`src/design/ams_pkg.sv`:
```
// Shared types and constants for the accumulator machine step core.
// No dependencies; every other design file but the macros header imports this package.
package ams_pkg;

    localparam int NUM_SLOTS     = 6;
    localparam int PROGRAM_DEPTH = 256;
    localparam int VALUE_BITS    = 16;
    localparam int PC_BITS       = $clog2(PROGRAM_DEPTH);
    localparam int SLOT_IDX_BITS = (NUM_SLOTS > 1) ? $clog2(NUM_SLOTS) : 1;

    typedef logic signed [VALUE_BITS-1:0] value_t;
    typedef logic [PC_BITS-1:0]           pc_t;
    typedef logic [SLOT_IDX_BITS-1:0]     slot_idx_t;

    typedef enum logic [3:0] {
        OP_INBOX     = 4'd0,
        OP_OUTBOX    = 4'd1,
        OP_COPYTO    = 4'd2,
        OP_COPYFROM  = 4'd3,
        OP_ADD       = 4'd4,
        OP_SUB       = 4'd5,
        OP_JUMP      = 4'd6,
        OP_JUMP_ZERO = 4'd7,
        OP_JUMP_NEG  = 4'd8,
        OP_NOP       = 4'd9
    } opcode_t;

    typedef enum logic {
        ACT_EXEC    = 1'b0,
        ACT_PRELOAD = 1'b1
    } action_t;

    typedef struct packed {
        logic        action;
        logic [3:0]  opcode;
        logic [2:0]  slot;
        logic [7:0]  target;
        logic        inbox_valid;
        value_t      inbox_value;
        value_t      preload_value;
        logic        preload_present;
    } in_item_t;

    typedef struct packed {
        logic [7:0]  next_pc;
        logic        out_valid;
        value_t      out_value;
        logic        took_inbox;
        logic        halted;
        value_t      acc_value;
        logic        acc_holding;
    } out_item_t;

    typedef struct packed {
        pc_t    pc;
        value_t acc;
        logic   holding;
    } arch_state_t;

    typedef struct packed {
        logic      en;
        slot_idx_t idx;
        value_t    value;
        logic      present;
    } slot_wr_t;

endpackage

```
`src/design/ams_req_if.sv`:
```
// Request channel carrying one instruction or slot preload per transaction.
// Depends on ams_pkg for the payload type.
interface ams_req_if import ams_pkg::*; ();
    logic     valid;
    logic     ready;
    in_item_t data;

    modport source (output valid, output data, input ready);
    modport sink   (input valid, input data, output ready);
endinterface

```
`src/design/ams_rsp_if.sv`:
```
// Response channel carrying one step result per transaction.
// Depends on ams_pkg for the payload type.
interface ams_rsp_if import ams_pkg::*; ();
    logic      valid;
    logic      ready;
    out_item_t data;

    modport source (output valid, output data, input ready);
    modport sink   (input valid, input data, output ready);
endinterface

```
`src/design/ams_exec.sv`:
```
// Single-step execute logic: decode, operand select, saturating add/sub, branch.
// Depends on ams_pkg; purely combinational, state lives in the top level.
module ams_exec import ams_pkg::*; (
    input  in_item_t    item,
    input  arch_state_t st,
    input  logic        operand_present,
    input  value_t      operand_value,
    output arch_state_t st_next,
    output slot_wr_t    slot_wr,
    output out_item_t   result
);

    localparam logic signed [VALUE_BITS:0] VMAX = {2'b00, {(VALUE_BITS-1){1'b1}}};
    localparam logic signed [VALUE_BITS:0] VMIN = {2'b11, {(VALUE_BITS-1){1'b0}}};

    logic                    slot_ok;
    value_t                  operand;
    pc_t                     pc_inc;
    pc_t                     tgt;
    logic signed [VALUE_BITS:0] sum;
    value_t                  sum_sat;
    logic                    out_valid;
    value_t                  out_value;
    logic                    took;
    logic                    halt;

    assign slot_ok = int'(item.slot) < NUM_SLOTS;
    assign operand = (slot_ok && operand_present) ? operand_value : '0;
    assign pc_inc  = st.pc + pc_t'(1);
    assign tgt     = pc_t'(item.target);

    always_comb
    begin
        if (opcode_t'(item.opcode) == OP_SUB)
        begin
            sum = {st.acc[VALUE_BITS-1], st.acc} - {operand[VALUE_BITS-1], operand};
        end
        else
        begin
            sum = {st.acc[VALUE_BITS-1], st.acc} + {operand[VALUE_BITS-1], operand};
        end
        if (sum > VMAX)
        begin
            sum_sat = value_t'(VMAX);
        end
        else if (sum < VMIN)
        begin
            sum_sat = value_t'(VMIN);
        end
        else
        begin
            sum_sat = value_t'(sum);
        end
    end

    always_comb
    begin
        st_next         = st;
        st_next.pc      = pc_inc;
        slot_wr.en      = 1'b0;
        slot_wr.idx     = slot_idx_t'(item.slot);
        slot_wr.value   = item.preload_value;
        slot_wr.present = item.preload_present;
        out_valid       = 1'b0;
        out_value       = '0;
        took            = 1'b0;
        halt            = 1'b0;

        if (action_t'(item.action) == ACT_PRELOAD)
        begin
            slot_wr.en = slot_ok;
            st_next.pc = st.pc;
        end
        else
        begin
            unique case (opcode_t'(item.opcode))
                OP_INBOX:
                begin
                    if (item.inbox_valid)
                    begin
                        st_next.acc     = item.inbox_value;
                        st_next.holding = 1'b1;
                        took            = 1'b1;
                    end
                    else
                    begin
                        halt       = 1'b1;
                        st_next.pc = st.pc;
                    end
                end
                OP_OUTBOX:
                begin
                    if (st.holding)
                    begin
                        out_valid       = 1'b1;
                        out_value       = st.acc;
                        st_next.holding = 1'b0;
                    end
                end
                OP_COPYTO:
                begin
                    slot_wr.en      = st.holding && slot_ok;
                    slot_wr.value   = st.acc;
                    slot_wr.present = 1'b1;
                end
                OP_COPYFROM:
                begin
                    if (slot_ok && operand_present)
                    begin
                        st_next.acc     = operand_value;
                        st_next.holding = 1'b1;
                    end
                end
                OP_ADD, OP_SUB:
                begin
                    if (st.holding)
                    begin
                        st_next.acc = sum_sat;
                    end
                end
                OP_JUMP:
                begin
                    st_next.pc = tgt;
                end
                OP_JUMP_ZERO:
                begin
                    if (st.acc == '0)
                    begin
                        st_next.pc = tgt;
                    end
                end
                OP_JUMP_NEG:
                begin
                    if (st.acc < 0)
                    begin
                        st_next.pc = tgt;
                    end
                end
                default:
                begin
                    // nop and undefined codes: advance only
                end
            endcase
        end
    end

    always_comb
    begin
        result.next_pc     = 8'(st_next.pc);
        result.out_valid   = out_valid;
        result.out_value   = out_value;
        result.took_inbox  = took;
        result.halted      = halt;
        result.acc_value   = st_next.acc;
        result.acc_holding = st_next.holding;
    end

endmodule

```
`src/design/accumulator_machine_step_core.sv`:
```
// Channel | Role  | Payload
// --------+-------+----------------------------------------------------
// req     | sink  | in_item_t: one instruction or one scratch slot preload
// rsp     | source| out_item_t: one step result per request
//
// One transaction per cycle while req.ready is high: the step is decoded
// and executed between the request port and a two-entry result queue;
// state updates on acceptance. Each result is queued before rsp shows it.
// req.ready drops only when both queue entries hold unread results.
// Reset clears the PC, accumulator, holding flag and slot presence flags.
// Depends on ams_pkg, ams_req_if, ams_rsp_if and ams_exec.
module accumulator_machine_step_core import ams_pkg::*; (
    input  logic         clk,
    input  logic         rst_n,
    ams_req_if.sink      req,
    ams_rsp_if.source    rsp
);

    pc_t         pc_reg;
    value_t      acc_reg;
    logic        hold_reg;
    value_t      slot_val_mem [NUM_SLOTS];
    logic        slot_pres_reg [NUM_SLOTS];

    arch_state_t st;
    arch_state_t st_next;
    slot_wr_t    slot_wr;
    out_item_t   result;
    slot_idx_t   rd_idx;
    logic        operand_present;
    value_t      operand_value;
    logic        slot_in_range;

    out_item_t   q0_reg;
    out_item_t   q1_reg;
    logic [1:0]  count_reg;
    logic        push;
    logic        pop;

    assign st.pc      = pc_reg;
    assign st.acc     = acc_reg;
    assign st.holding = hold_reg;

    assign rd_idx        = slot_idx_t'(req.data.slot);
    assign slot_in_range = int'(req.data.slot) < NUM_SLOTS;
    assign operand_present = slot_in_range ? slot_pres_reg[rd_idx] : 1'b0;
    assign operand_value   = slot_in_range ? slot_val_mem[rd_idx] : '0;

    ams_exec u_exec (
        .item            (req.data),
        .st              (st),
        .operand_present (operand_present),
        .operand_value   (operand_value),
        .st_next         (st_next),
        .slot_wr         (slot_wr),
        .result          (result)
    );

    assign req.ready = (count_reg != 2'd2);
    assign push      = req.valid && req.ready;
    assign pop       = rsp.valid && rsp.ready;
    assign rsp.valid = (count_reg != 2'd0);
    assign rsp.data  = q0_reg;

    // Architectural state advances only on an accepted transaction.
    always_ff @(posedge clk or negedge rst_n)
    begin
        if (!rst_n)
        begin
            pc_reg   <= '0;
            acc_reg  <= '0;
            hold_reg <= 1'b0;
            for (int i = 0; i < NUM_SLOTS; i++)
            begin
                slot_pres_reg[i] <= 1'b0;
            end
        end
        else if (push)
        begin
            pc_reg   <= st_next.pc;
            acc_reg  <= st_next.acc;
            hold_reg <= st_next.holding;
            if (slot_wr.en)
            begin
                slot_pres_reg[slot_wr.idx] <= slot_wr.present;
            end
        end
    end

    always_ff @(posedge clk)
    begin
        if (push && slot_wr.en)
        begin
            slot_val_mem[slot_wr.idx] <= slot_wr.value;
        end
    end

    always_ff @(posedge clk or negedge rst_n)
    begin
        if (!rst_n)
        begin
            count_reg <= 2'd0;
        end
        else if (push && !pop)
        begin
            count_reg <= count_reg + 2'd1;
        end
        else if (pop && !push)
        begin
            count_reg <= count_reg - 2'd1;
        end
    end

    // Result queue: q0 is the head shown on rsp.
    always_ff @(posedge clk)
    begin
        unique case ({push, pop})
            2'b10:
            begin
                if (count_reg == 2'd0)
                begin
                    q0_reg <= result;
                end
                else
                begin
                    q1_reg <= result;
                end
            end
            2'b01:
            begin
                q0_reg <= q1_reg;
            end
            2'b11:
            begin
                if (count_reg == 2'd1)
                begin
                    q0_reg <= result;
                end
                else
                begin
                    q0_reg <= q1_reg;
                    q1_reg <= result;
                end
            end
            default:
            begin
                // hold
            end
        endcase
    end

endmodule

```
`src/flat_wrapper.sv`:
```
// flat-port wrapper written by rule: the top's interface ports become plain ports
module accumulator_machine_step_core_flat import ams_pkg::*;
  (clk, rst_n, req_valid, req_data, req_ready, rsp_valid, rsp_data, rsp_ready);
  ams_req_if req_i ();
  ams_rsp_if rsp_i ();
  input  logic clk;
  input  logic rst_n;
  input wire logic [$bits(req_i.valid)-1:0] req_valid;
  input wire logic [$bits(req_i.data)-1:0] req_data;
  output wire logic [$bits(req_i.ready)-1:0] req_ready;
  output wire logic [$bits(rsp_i.valid)-1:0] rsp_valid;
  output wire logic [$bits(rsp_i.data)-1:0] rsp_data;
  input wire logic [$bits(rsp_i.ready)-1:0] rsp_ready;
  assign req_i.valid = req_valid;
  assign req_i.data = req_data;
  assign req_ready = req_i.ready;
  assign rsp_valid = rsp_i.valid;
  assign rsp_data = rsp_i.data;
  assign rsp_i.ready = rsp_ready;
  accumulator_machine_step_core u_core (.clk(clk), .rst_n(rst_n), .req(req_i), .rsp(rsp_i));
endmodule
```
`config.mk`:
```
export PLATFORM = sky130hd
export DESIGN_NAME = accumulator_machine_step_core_flat
export DESIGN_NICKNAME = d
export VERILOG_FILES = /design/src/design/ams_pkg.sv /design/src/design/ams_req_if.sv /design/src/design/ams_rsp_if.sv /design/src/design/ams_exec.sv /design/src/design/accumulator_machine_step_core.sv /design/src/flat_wrapper.sv
export SDC_FILE = /design/constraint.sdc
export NUM_CORES = 1
export LEC_CHECK = 0
export BUFFER_PORTS_ARGS = -buffer_cell sky130_fd_sc_hd__buf_2
export CORE_ASPECT_RATIO = 0.6
export CORE_MARGIN = 2
export CORE_UTILIZATION = 55
export DETAILED_ROUTE_END_ITERATION = 16
export PLACE_DENSITY = 0.76
export SETUP_SLACK_MARGIN = 0.02
export SKIP_CTS_REPAIR_TIMING = 1
export SLEW_MARGIN = 10
export SYNTH_ARGS = -nofsm -noshare
export SYNTH_HDL_FRONTEND = slang
export SYNTH_SLANG_ARGS = --single-unit
```
`constraint.sdc`:
```
create_clock -name clk -period 14.1 [get_ports clk]
set_clock_uncertainty 0.1 [all_clocks]
set_input_delay 0.705 -clock clk [delete_from_list [all_inputs] [get_ports clk]]
set_output_delay 0.705 -clock clk [all_outputs]
set_load 0.01 [all_outputs]
```
==> metrics.txt, run 1 <==
status complete, no violations; Die H ~120 µm; CTS H-Tree Depth 1; CP top delay family compound AO/OA/AOI/OAI gates; remaining antenna violation count after routing 0; Async SR Flop Fraction between 15 and 20%; TNS Setup 0 ns; DR iter-0 viols around 910; Seq/Total Area, Yosys between 50% and 60%; Final Non-Filler Cells 1,337; clock-pin slew on the worst setup and hold paths around 0.070 ns; core area 20,200 µm²; pin count of the biggest net entering global routing a little under 60; nets between 1k and 1.5k; CP Cell Sequence buf_2 -> buf_4 -> mux4_2 -> a22oi_2 -> buf_4 -> a211oi_1 -> nand2b_1 -> o21bai_1 -> o21bai_1 -> nand3b_1 -> inv_1 -> o21ai_0 -> a22oi_1 -> ha_1 -> a211o_1 -> or4_1 -> o21ai_0 -> o21ai_0 -> a31o_2 -> a31oi_4 -> nand2_1 -> a311o_1 -> a22o_1; total wire length between 20,000 and 30,000 µm; compound-cell area share of the yosys netlist 16.3%; fin area 12,800 µm²; via count roughly 8.4k; area share of xor/xnor cells in the synthesized design around 1.7%; router iterations before antenna repair 5; unrepaired setup endpoints after global routing false; GP Congestion 0.951; worst-path fanout max 57; Critical Path Slowest Stage Cell mux4_2; Worst VDD drop between 0.1 and 0.15 mV; WP data required roughly 14 ns; # clock sinks around 220; dpl hpwl between 20,000 and 25,000 µm; Setup violations, final 0; mux contribution to synthesized area 8.59%; Cell Area, Synth approximately 11,000 µm²; CTS buffer count 20; dpl cells around 1.3k; total track usage roughly 27%; storage element area about 6400 µm²; Final Critical Period 6.87 ns; Hold Path Class primary input to async pin; max incr delay on CP approximately 0.64 ns; I/O Buffers 99; CP bufs+invs 4; grt total ovfl 0; PwrDens approximately 200 nW/µm²; Placed Instance Area 12,100 µm²; fmax 146 MHz; Max Slew Vio Count 0; post-route total power between 0.002 and 0.0025 W; final hold violations 0; Residual DRC 0; Leakage approximately 5 nW; Fill cells between 1.5k and 2k; diode count 0; Mapped Cells about 960; # IOs 100; initial antenna violation count 0; global-route wire length before repair roughly 45,000 µm; Arrival @ worst endpoint 7.03 ns; std cell rows 40; routed len/inst roughly 22 µm; syn_nets 1,041; count of state elements after synthesis between 200 and 250; headroom to the max-slew limit roughly 24%; share of layout cells above drive strength 1 around a fifth; critical path class primary input to register; area of the multi-input gates 4720 µm²; synth warn 0; # Max-Cap Violations 0; largest family of logic cells by synthesized area compound AO/OA/AOI/OAI gates; syn_area_per_cell ~12 µm²; EDFF count, synth about 180; Synth Area in Adders approximately 2.9%; main flop type after synthesis edfxtp_1; CP dominant cell by count o21ai_0; library cells used by synthesis between 70 and 80; crit end category register; Via density 6.29; critical path launch point type primary input; Layout area overhead 12.9%; Initial Util about 56%; CTS max path bufs 3; period utilisation layout 48.7%; Synth Area in Simple Gates a little under an eighth; Largest register FFs 96; Die W 190 µm; via count of the first global-routing pass 7,813; CTS tree built; Root Driver clkbuf_16; clk_lat worst skew 0.51 ns; worst-margin pin slew roughly 1.1 ns; die area 21,900 µm²
[area by class of cell]
cell class / instances / area share [%]
Sequential cell: 217 / 49.4
Clock inverter: 6 / 0.867
Timing Repair Buffer: 115 / 4.79
Tap cell: 273 / 2.66
Clock buffer: 30 / 4.59
Inverter: 31 / 0.906
Multi-Input combinational cell: 665 / 36.8
[routing by layer]
layer	global-route usage, %	vias up	wire, µm
met5	0	-	0
met4	5.48	0	499
met3	6.00	41	2970
met2	38.9	409	12300
met1	41.9	4146	13400
li1	-	3820	-
[Yosys cell counts (10+ instances only)]
cell,n,share of area (%)
edfxtp_1,184,49
nand2_1,94,3.1
a21oi_1,57,2.5
nor2_1,55,1.8
o21ai_0,50,2.2
a22o_1,47,3.6
mux2_2,39,3.9
clkbuf_1,35,1.2
dfrtp_1,33,7.3
mux2i_1,32,2.8
inv_1,30,0.99
ha_1,24,2.6
nand2b_1,24,1.3
and2_1,22,1.2
nor3_1,15,0.66
o21a_1,15,0.99
nand3_1,13,0.57
xnor2_1,12,0.92
a21o_1,10,0.66
nor2b_1,10,0.55
xor2_1,10,0.77
[power by group]
part           switching (W)  internal, W  total (W)
logic               0.000543     0.000360   0.000903
registers           0.000118     0.000893    0.00101
clock network       0.000236     0.000345   0.000582
[stage by stage]
stage	hold WS, ns	setup slack, ns	util [%]
4_1_cts	0.219	7.29	63.7
5_1_grt	0.268	6.80	63.7
2_1_floorplan	0.309	8.26	-
3_5_place_dp	0.396	6.80	60.2
3_3_place_gp	0.393	6.96	60.2
6_report	0.200	7.23	63.7
[kinds of logic after synthesis]
family	count (synthesis)
flip-flops	217
XOR/XNOR	22
buffers and inverters	80
AND/OR/NAND/NOR	270
adder cells (fa/ha/maj)	26
AO/OA/AOI/OAI	266
multiplexers	81
[cell usage in the layout, fill, tap and decap left out, types with 7 or more instances in the layout]
cell       instances
nor2b_1           10
nor4_1             7
o22ai_1            9
buf_4             16
o21ai_0           49
a22o_1            47
clkbuf_16         21
o21a_1            15
nand3_1           13
mux4_2             9
edfxtp_1         184
buf_2             99
a211oi_1           7
o31ai_1            7
inv_1             30
nand2b_1          24
mux2_2            39
a31o_2             7
xor2_1            10
nor2_1            54
dfrtp_1           33
mux2i_1           32
nor3_1            12
a22oi_1            7
nand2_1           94
a21o_1            10
ha_1              24
a21oi_1           56
xnor2_1           12
and2_1            22
[worst paths after layout]
path / start / end / slack, ns / cells after the start
setup reg to reg: u_core.slot_pres_reg[3]$_DFFE_PN0P_ / u_core.rsp.data[7]$_DFFE_PP_ / 7.88 / 21
min in group clk: u_core.count_reg[0]$_DFFE_PN0P_ / u_core.count_reg[0]$_DFFE_PN0P_ / 0.40 / 1
max in group asynchronous: rst_n / u_core.acc_reg[9]$_DFFE_PN0P_ / 13.15 / 1
setup / recovery: req_data[42] / u_core.rsp.data[7]$_DFFE_PP_ / 7.23 / 23
hold / removal: rst_n / u_core.count_reg[1]$_DFFE_PN0P_ / 0.20 / 1
hold reg to reg: u_core.count_reg[0]$_DFFE_PN0P_ / u_core.count_reg[0]$_DFFE_PN0P_ / 0.40 / 1
[worst reg2reg max path, delay by kind of cell, from the launching register on]
| family | cells | cell delay (ns) |
|---|---|---|
| AOI/OAI and AO/OA | 13 | 3.20 |
| and+or+nand+nor | 4 | 0.96 |
| muxes | 1 | 0.51 |
| buffers and inverters | 2 | 0.45 |
| DFF | 1 | 0.40 |
| adders and majority gates | 1 | 0.36 |
Power figures use the tool's default switching activity.
==> inputs of run 2 (changes only) <==
==> constraint.sdc (replaced) <==
create_clock -name clk -period 6.9 [get_ports clk]
set_clock_uncertainty 0.1 [all_clocks]
set_input_delay 0.345 -clock clk [delete_from_list [all_inputs] [get_ports clk]]
set_output_delay 0.345 -clock clk [all_outputs]
set_load 0.01 [all_outputs]
==> run 2 against run 1 <==
Compared with the run above: non-clock buffer count rose by 4; combinational power rose by 100%; cell area barely moved; register-to-register slack got worse by 7.1 ns; power rose by 100%; via count rose by 1.1%; critical endpoint unchanged; count of clock-buffer cells in the layout rose by 1; first-iteration DRC count fell by 8.6%; flip-flop and latch count did not move; largest cell class unchanged; global-route usage rose by 0.53 points; die area did not move; worst hold slack got worse by 0.071 ns.
==> metrics.txt, run 2 (same netlist as run 1, synthesis figures left out) <==
unrepaired setup endpoints after global routing false; PwrDens 391 nW/µm² (+100%); CP bufs+invs 1 (-3); Layout area overhead 12.9% (about the same); nets 1,134 (+0.44%); CP Cell Sequence mux4_2 -> a22o_4 -> o211ai_1 -> nand2b_1 -> o21bai_1 -> o21bai_1 -> nand3b_1 -> inv_1 -> o21ai_0 -> a22oi_1 -> ha_1 -> a211o_1 -> or4_1 -> o21ai_0 -> o21ai_0 -> a31o_2 -> a31oi_4 -> nand2_1 -> a311o_1 -> a22o_1; grt total ovfl 0 (unchanged); clock-pin slew on the worst setup and hold paths 0.07 ns (about the same); FF-to-FF End u_core.rsp.data[7]$_DFFE_PP_; TNS Setup 0 ns (unchanged); share of layout cells above drive strength 1 21.0% (+0.28 points); GP Congestion 0.923 (-2.9%); fmax roughly 160 MHz; post-place setup slack 0.622 ns (-6.18 ns); via count of the first global-routing pass 8,019 (+2.6%); CTS buffer count 21 (+5.0%); Setup violations, final 0 (unchanged); Critical Path Slowest Stage Cell mux4_2; worst-path fanout max 16 (-72%); Via density 6.33 (+0.62%); WP data required 7.06 ns (-7.21 ns); post-route total power 0.00502 W (+100%); # Max-Cap Violations 0 (unchanged); CTS max path bufs 3 (unchanged); Die H 115 µm (unchanged); Hold Path Cell Cnt 2; setup slack, reg-to-reg 0.78 ns (-7.10 ns); dpl hpwl 20,600 µm (+1.9%); I/O Buffers 99 (unchanged); CTS tree built; # IOs 100 (unchanged); # clock sinks 217 (unchanged); area of the multi-input gates 4720 µm² (unchanged); routed len/inst 22.1 µm (+1.3%); router iterations before antenna repair 5 (unchanged); CTS H-Tree Depth 1 (unchanged); worst r2r src u_core.slot_pres_reg[2]$_DFFE_PN0P_; commonest non-fill, non-tap cell in the layout edfxtp_1; die area 21,900 µm² (unchanged); core area 20,200 µm² (unchanged); initial antenna violation count 0 (unchanged); std cell rows 40 (unchanged); Root Driver clkbuf_16; pin count of the biggest net entering global routing 51 (-12%); storage element area 6350 µm² (unchanged); DR iter-0 viols 828 (-8.6%); total track usage 27.4% (+0.53 points); max incr delay on CP 0.52 ns (-0.12 ns); Fill cells 1,573 (+2.7%); final hold violations 0 (unchanged); most frequent cells in the layout edfxtp_1 (184), buf_2 (99), nand2_1 (94); period utilisation layout 88.7%; Max Slew Vio Count 0 (unchanged); CP dominant cell by count o21ai_0; headroom to the max-slew limit 22.6% (-1.8 points); remaining antenna violation count after routing 0 (unchanged); Worst Hold Launch req_data[12]; hold path endpoint u_core.slot_val_mem[5][11]$_DFFE_PP_; Util after Layout 63.7% (about the same); Hold Path Class primary input to register; Final WS setup 0.783 ns (-6.45 ns); crit end category register; critical path class register to register; Initial Util 56.4% (unchanged); status complete, no violations; Arrival @ worst endpoint 6.28 ns (-0.75 ns); global-route wire length before repair 46,000 µm (+1.6%); Register-to-Register Path Depth 20 (-4.8%); critical path launch point type register; CP top delay family compound AO/OA/AOI/OAI gates; Largest register FFs 96 (unchanged); total wire length 29,600 µm (+1.7%); Final Critical Period between 6 and 7 ns; clk_lat worst skew 0.51 ns (about the same); Leakage 5.03 nW (about the same); Residual DRC 0 (unchanged); Worst VDD drop 0.250 mV (+75%); via count 8,506 (+1.1%); WHS 0.129 ns (-0.0710 ns); Die W 190 µm (unchanged); worst-margin pin slew 1.16 ns (+0.0301 ns)
-- run 2: area by class of cell --
class                      instances  area share (%)
sequential                       217            49.5
multi-input combinational        665            36.8
timing repair buffer             119            5.14
clock buffer                      31            4.78
tap                              273            2.66
inverter                          31           0.906
clock inverter                     6           0.253
antenna                            1          0.0195
-- run 2: routing by layer --
layer | vias up | share of wire (%) | global-route usage (%)
met2 | 467 | 42 | 40.1
li1 | 3833 | - | -
met4 | 0 | 1.6 | 5.63
met1 | 4163 | 46 | 42.0
met5 | - | 0 | 0
met3 | 43 | 11 | 6.42
-- run 2: worst max-delay path by stage --
stage,start,to,slack [ns],depth (start not counted)
floorplan,req_data[42],u_core.rsp.data[7]$_DFFE_PP_,1.42,23
global placement,req_data[42],u_core.rsp.data[7]$_DFFE_PP_,0.79,21
detailed placement,req_data[42],u_core.rsp.data[7]$_DFFE_PP_,0.62,21
CTS,u_core.slot_pres_reg[3]$_DFFE_PN0P_,u_core.rsp.data[7]$_DFFE_PP_,0.93,20
global route,u_core.slot_pres_reg[3]$_DFFE_PN0P_,u_core.rsp.data[7]$_DFFE_PP_,0.47,20
finish,u_core.slot_pres_reg[2]$_DFFE_PN0P_,u_core.rsp.data[7]$_DFFE_PP_,0.78,20
-- run 2: where the power goes --
group          switching [W]  internal, W
Combinational        0.00110     0.000738
Sequential          0.000255      0.00182
Clock               0.000486     0.000617
-- run 2: metrics by stage --
step / cell area, µm² / std cells
2_1_floorplan: 11400 / 962
3_3_place_gp: 12200 / 1304
3_5_place_dp: 12200 / 1304
4_1_cts: 12800 / 1341
5_1_grt: 12800 / 1342
6_report: 12800 / 1343
-- run 2: worst reg2reg max path: cells and delay by family, from the launching register on --
kind	cells	cell delay, ns
flip-flops	1	0.39
adder cells (fa/ha/maj)	1	0.35
AND/OR/NAND/NOR	4	0.89
multiplexers	1	0.52
AO/OA/AOI/OAI	13	3.49
buffers and inverters	1	0.13
==> inputs of run 3 (changes only) <==
--- a/config.mk
+++ b/config.mk
@@ -8,12 +8,13 @@
 export BUFFER_PORTS_ARGS = -buffer_cell sky130_fd_sc_hd__buf_2
 export CORE_ASPECT_RATIO = 0.6
 export CORE_MARGIN = 2
-export CORE_UTILIZATION = 55
+export CORE_UTILIZATION = 30
 export DETAILED_ROUTE_END_ITERATION = 16
-export PLACE_DENSITY = 0.76
+export PLACE_DENSITY = 0.48
 export SETUP_SLACK_MARGIN = 0.02
 export SKIP_CTS_REPAIR_TIMING = 1
 export SLEW_MARGIN = 10
 export SYNTH_ARGS = -nofsm -noshare
 export SYNTH_HDL_FRONTEND = slang
+export SYNTH_HIERARCHICAL = 1
 export SYNTH_SLANG_ARGS = --single-unit
==> run 3 against run 2 <==
Compared with the run above: cell area up 3.7%; clock power up 16%; synthesized cell count up 5.2%; power up 11%; register-to-register slack better by 0.38 ns; critical path depth up 2; combinational power up 20%; global-route usage down 10 points; count of clock-buffer cells in the layout unchanged; final cell count up 20%; via count down 2.0%; sequential share of layout area down 1.8 points; critical path type is now primary input to register; largest power group is now combinational cells.
==> metrics.txt, run 3 <==
Residual DRC 0 (unchanged); initial antenna violation count 3 (+3); worst-margin pin slew 1.19 ns (+0.0299 ns); clock-pin slew on the worst setup and hold paths 0.06 ns (about the same); switching power 0.00217 W (+18%); CTS max path bufs 3 (unchanged); total track usage 17.2% (-10 points); global-route wire length before repair 52,800 µm (+15%); router iterations before antenna repair 5 (unchanged); count leader, synth edfxtp_1; status complete, no violations; Seq pwr share 37.2% (-4.2 points); fin area 13,300 µm² (+3.7%); compound-cell area share of the yosys netlist 15.3% (-1.0 points); logic gate share of total power 39.7% (+3.1 points); Final Critical Period 5.83 ns (-0.284 ns); commonest non-fill, non-tap cell in the layout edfxtp_1; via count of the first global-routing pass 8,255 (+2.9%); fmax 171 MHz (+4.9%); mux contribution to synthesized area 7.32% (-1.3 points); Worst VDD drop 0.407 mV (+63%); Root Driver clkbuf_16; worst-path fanout max 17 (+1); syn_area_per_cell 11.6 µm² (-2.0%); Synth Area in Adders 3.31% (+0.40 points); grt total ovfl 0 (unchanged); Die W 259 µm (+37%); I/O Buffers 99 (unchanged); syn_nets 1,092 (+4.9%); Leakage 5.17 nW (+2.9%); DR iter-0 viols 742 (-10%); Seq/Total Area, Yosys 54.1% (-1.7 points); Die H 157 µm (+36%); headroom to the max-slew limit 19.7% (-2.8 points); Clk pwr share 23.1% (+1.1 points); # clock sinks 217 (unchanged); top cells by area, synth edfxtp_1 (47%), dfrtp_1 (7.0%), mux2i_1 (5.2%); Async SR Flop Fraction 15.2% (unchanged); Int Pwr 0.00338 W (+6.2%); remaining antenna violation count after routing 0 (unchanged); core area 38,800 µm² (+92%); pin count of the biggest net entering global routing 45 (-12%); nets 1,151 (+1.5%); Via density 5.17 (-18%); # Max-Cap Violations 0 (unchanged); Cell Area, Synth 11,700 µm² (+3.1%); most frequent cells in the layout edfxtp_1 (184), nand2_1 (146), buf_2 (99); CTS H-Tree Depth 1 (unchanged); period utilisation layout 84.5% (-4.1 points); Synth Area in Simple Gates 12.7% (+1.2 points); total wire length 34,700 µm (+17%); WP data required 7.08 ns (+0.02 ns); Placed Instance Area 12,500 µm² (+2.8%); dominant cell type by area after synthesis edfxtp_1; library cells used by synthesis 81 (+3.8%); final hold violations 0 (unchanged); die area 40,800 µm² (+86%); Max Slew Vio Count 0 (unchanged); TNS Setup 0 ns (unchanged); Mapped Cells 1,012 (+5.2%); share of layout cells above drive strength 1 19.7% (-1.3 points); Layout area overhead 13.5%; via count 8,337 (-2.0%); main flop type after synthesis edfxtp_1; Arrival @ worst endpoint 6.01 ns (-0.27 ns); critical path launch point type primary input; # IOs 100 (unchanged); Hold Path Class primary input to register; top post-synthesis cells by count edfxtp_1 (184), nand2_1 (146), mux2i_1 (61); PwrDens 416 nW/µm² (+6.5%); Yosys top cell area share 47.1% (-1.5 points); EDFF count, synth 184 (unchanged); std cell rows 56 (+40%); CTS tree built; Sw Ratio 39.1% (+2.5 points); largest family of logic cells by synthesized area compound AO/OA/AOI/OAI gates; GP Congestion 0.878 (-4.9%); synth warn 6 (+6); dpl hpwl 24,700 µm (+20%); Largest register FFs 96 (unchanged); Initial Util 30.2% (-26 points); area share of xor/xnor cells in the synthesized design 1.87% (+0.17 points); count of state elements after synthesis 217 (unchanged); CTS buffer count 24 (+14%); routed len/inst 21.5 µm (-2.5%); crit end category register; Setup violations, final 0 (unchanged); post-route total power 0.00554 W (+11%); unrepaired setup endpoints after global routing false; critical path class primary input to register; clk_lat worst skew 0.53 ns (+0.02 ns)
[run 3: cell types whose count changed after synthesis, moves of 9 or more]
cell and change:
and2_1 -20, and3_1 +21, buf_4 +32, inv_1 -15, mux2_2 -19, mux2i_1 +29
mux4_2 -9, nand2_1 +52, nand2b_1 -14, o21a_1 -9, o32a_1 +19
[run 3: layout make-up]
type,count,area [µm²]
multi-input cells,690,4800
inverters,17,63.8
flip-flops and latches,217,6350
fillers,3912,25500
diodes,3,7.51
well taps,522,653
repair buffers,121,663
clock inverters,13,123
clock buffers,31,658
[run 3: cell families after synthesis]
kind of cell / count (synthesis)
adders and majority gates: 31
AOI/OAI and AO/OA: 250
buffers and inverters: 105
muxes: 83
and+or+nand+nor: 304
DFF: 217
xor gates and xnor gates: 22
[run 3: worst max-delay path, stage by stage]
cell and delay, ns:
buf_2 0.38, buf_4 0.30, mux2i_1 0.09, o32a_1 0.28, o21ai_0 0.11, a21boi_2 0.42, nand2_1 0.17, ha_1 0.40
a21o_1 0.23, a31oi_2 0.29, xor2_1 0.19, ha_1 0.32, a21oi_1 0.28, o21ai_0 0.17, a31oi_1 0.17, o21ai_0 0.16
xnor2_2 0.46, nand2_2 0.30, a221oi_2 0.33, nor3b_2 0.20, o22ai_1 0.14, a22o_1 0.25
[run 3: metrics by stage]
stage,utilization (%),cells,setup slack (ns),hold slack [ns]
floorplan,-,1012,1.02,-0.0506
global placement,32.3,1566,0.735,0.373
detailed placement,32.3,1566,0.650,0.377
CTS,34.3,1610,1.20,-0.159
global route,34.3,1614,0.669,0.0944
finish,34.3,1614,1.07,0.105
[run 3: power by group through the flow]
stage | Sequential, W | Combinational, W | Clock, W
3_5_place_dp | 0.00209 | 0.00217 | 0
6_report | 0.00206 | 0.00220 | 0.00128
3_3_place_gp | 0.00209 | 0.00218 | 0
2_1_floorplan | 0.00205 | 0.00162 | 0
5_1_grt | 0.00209 | 0.00242 | 0.00137
4_1_cts | 0.00206 | 0.00218 | 0.00131
[run 3: final timing paths]
check                                                     from                                  end  slack, ns  depth (start not counted)
max                                               req_data[43]         u_core/rsp.data[1]$_DFFE_PP_       1.07                         22
min                                                req_data[9]  u_core/slot_val_mem[4][8]$_DFFE_PP_       0.11                          2
max reg2reg                u_core/slot_val_mem[2][1]$_DFFE_PP_         u_core/rsp.data[1]$_DFFE_PP_       1.16                         22
min reg2reg                u_core/slot_pres_reg[1]$_DFFE_PN0P_  u_core/slot_pres_reg[1]$_DFFE_PN0P_       0.39                          1
max in group asynchronous                                rst_n        u_core/acc_reg[9]$_DFFE_PN0P_       5.77                          2
min in group asynchronous                                rst_n      u_core/count_reg[1]$_DFFE_PN0P_       0.38                          2
[run 3: metal layers]
metal	track usage (%)	share of wire [%]	vias up
met5	0	0	-
met4	4.35	2.2	0
met3	3.20	5.7	46
met2	24.2	41	224
met1	26.7	51	4153
li1	-	-	3914
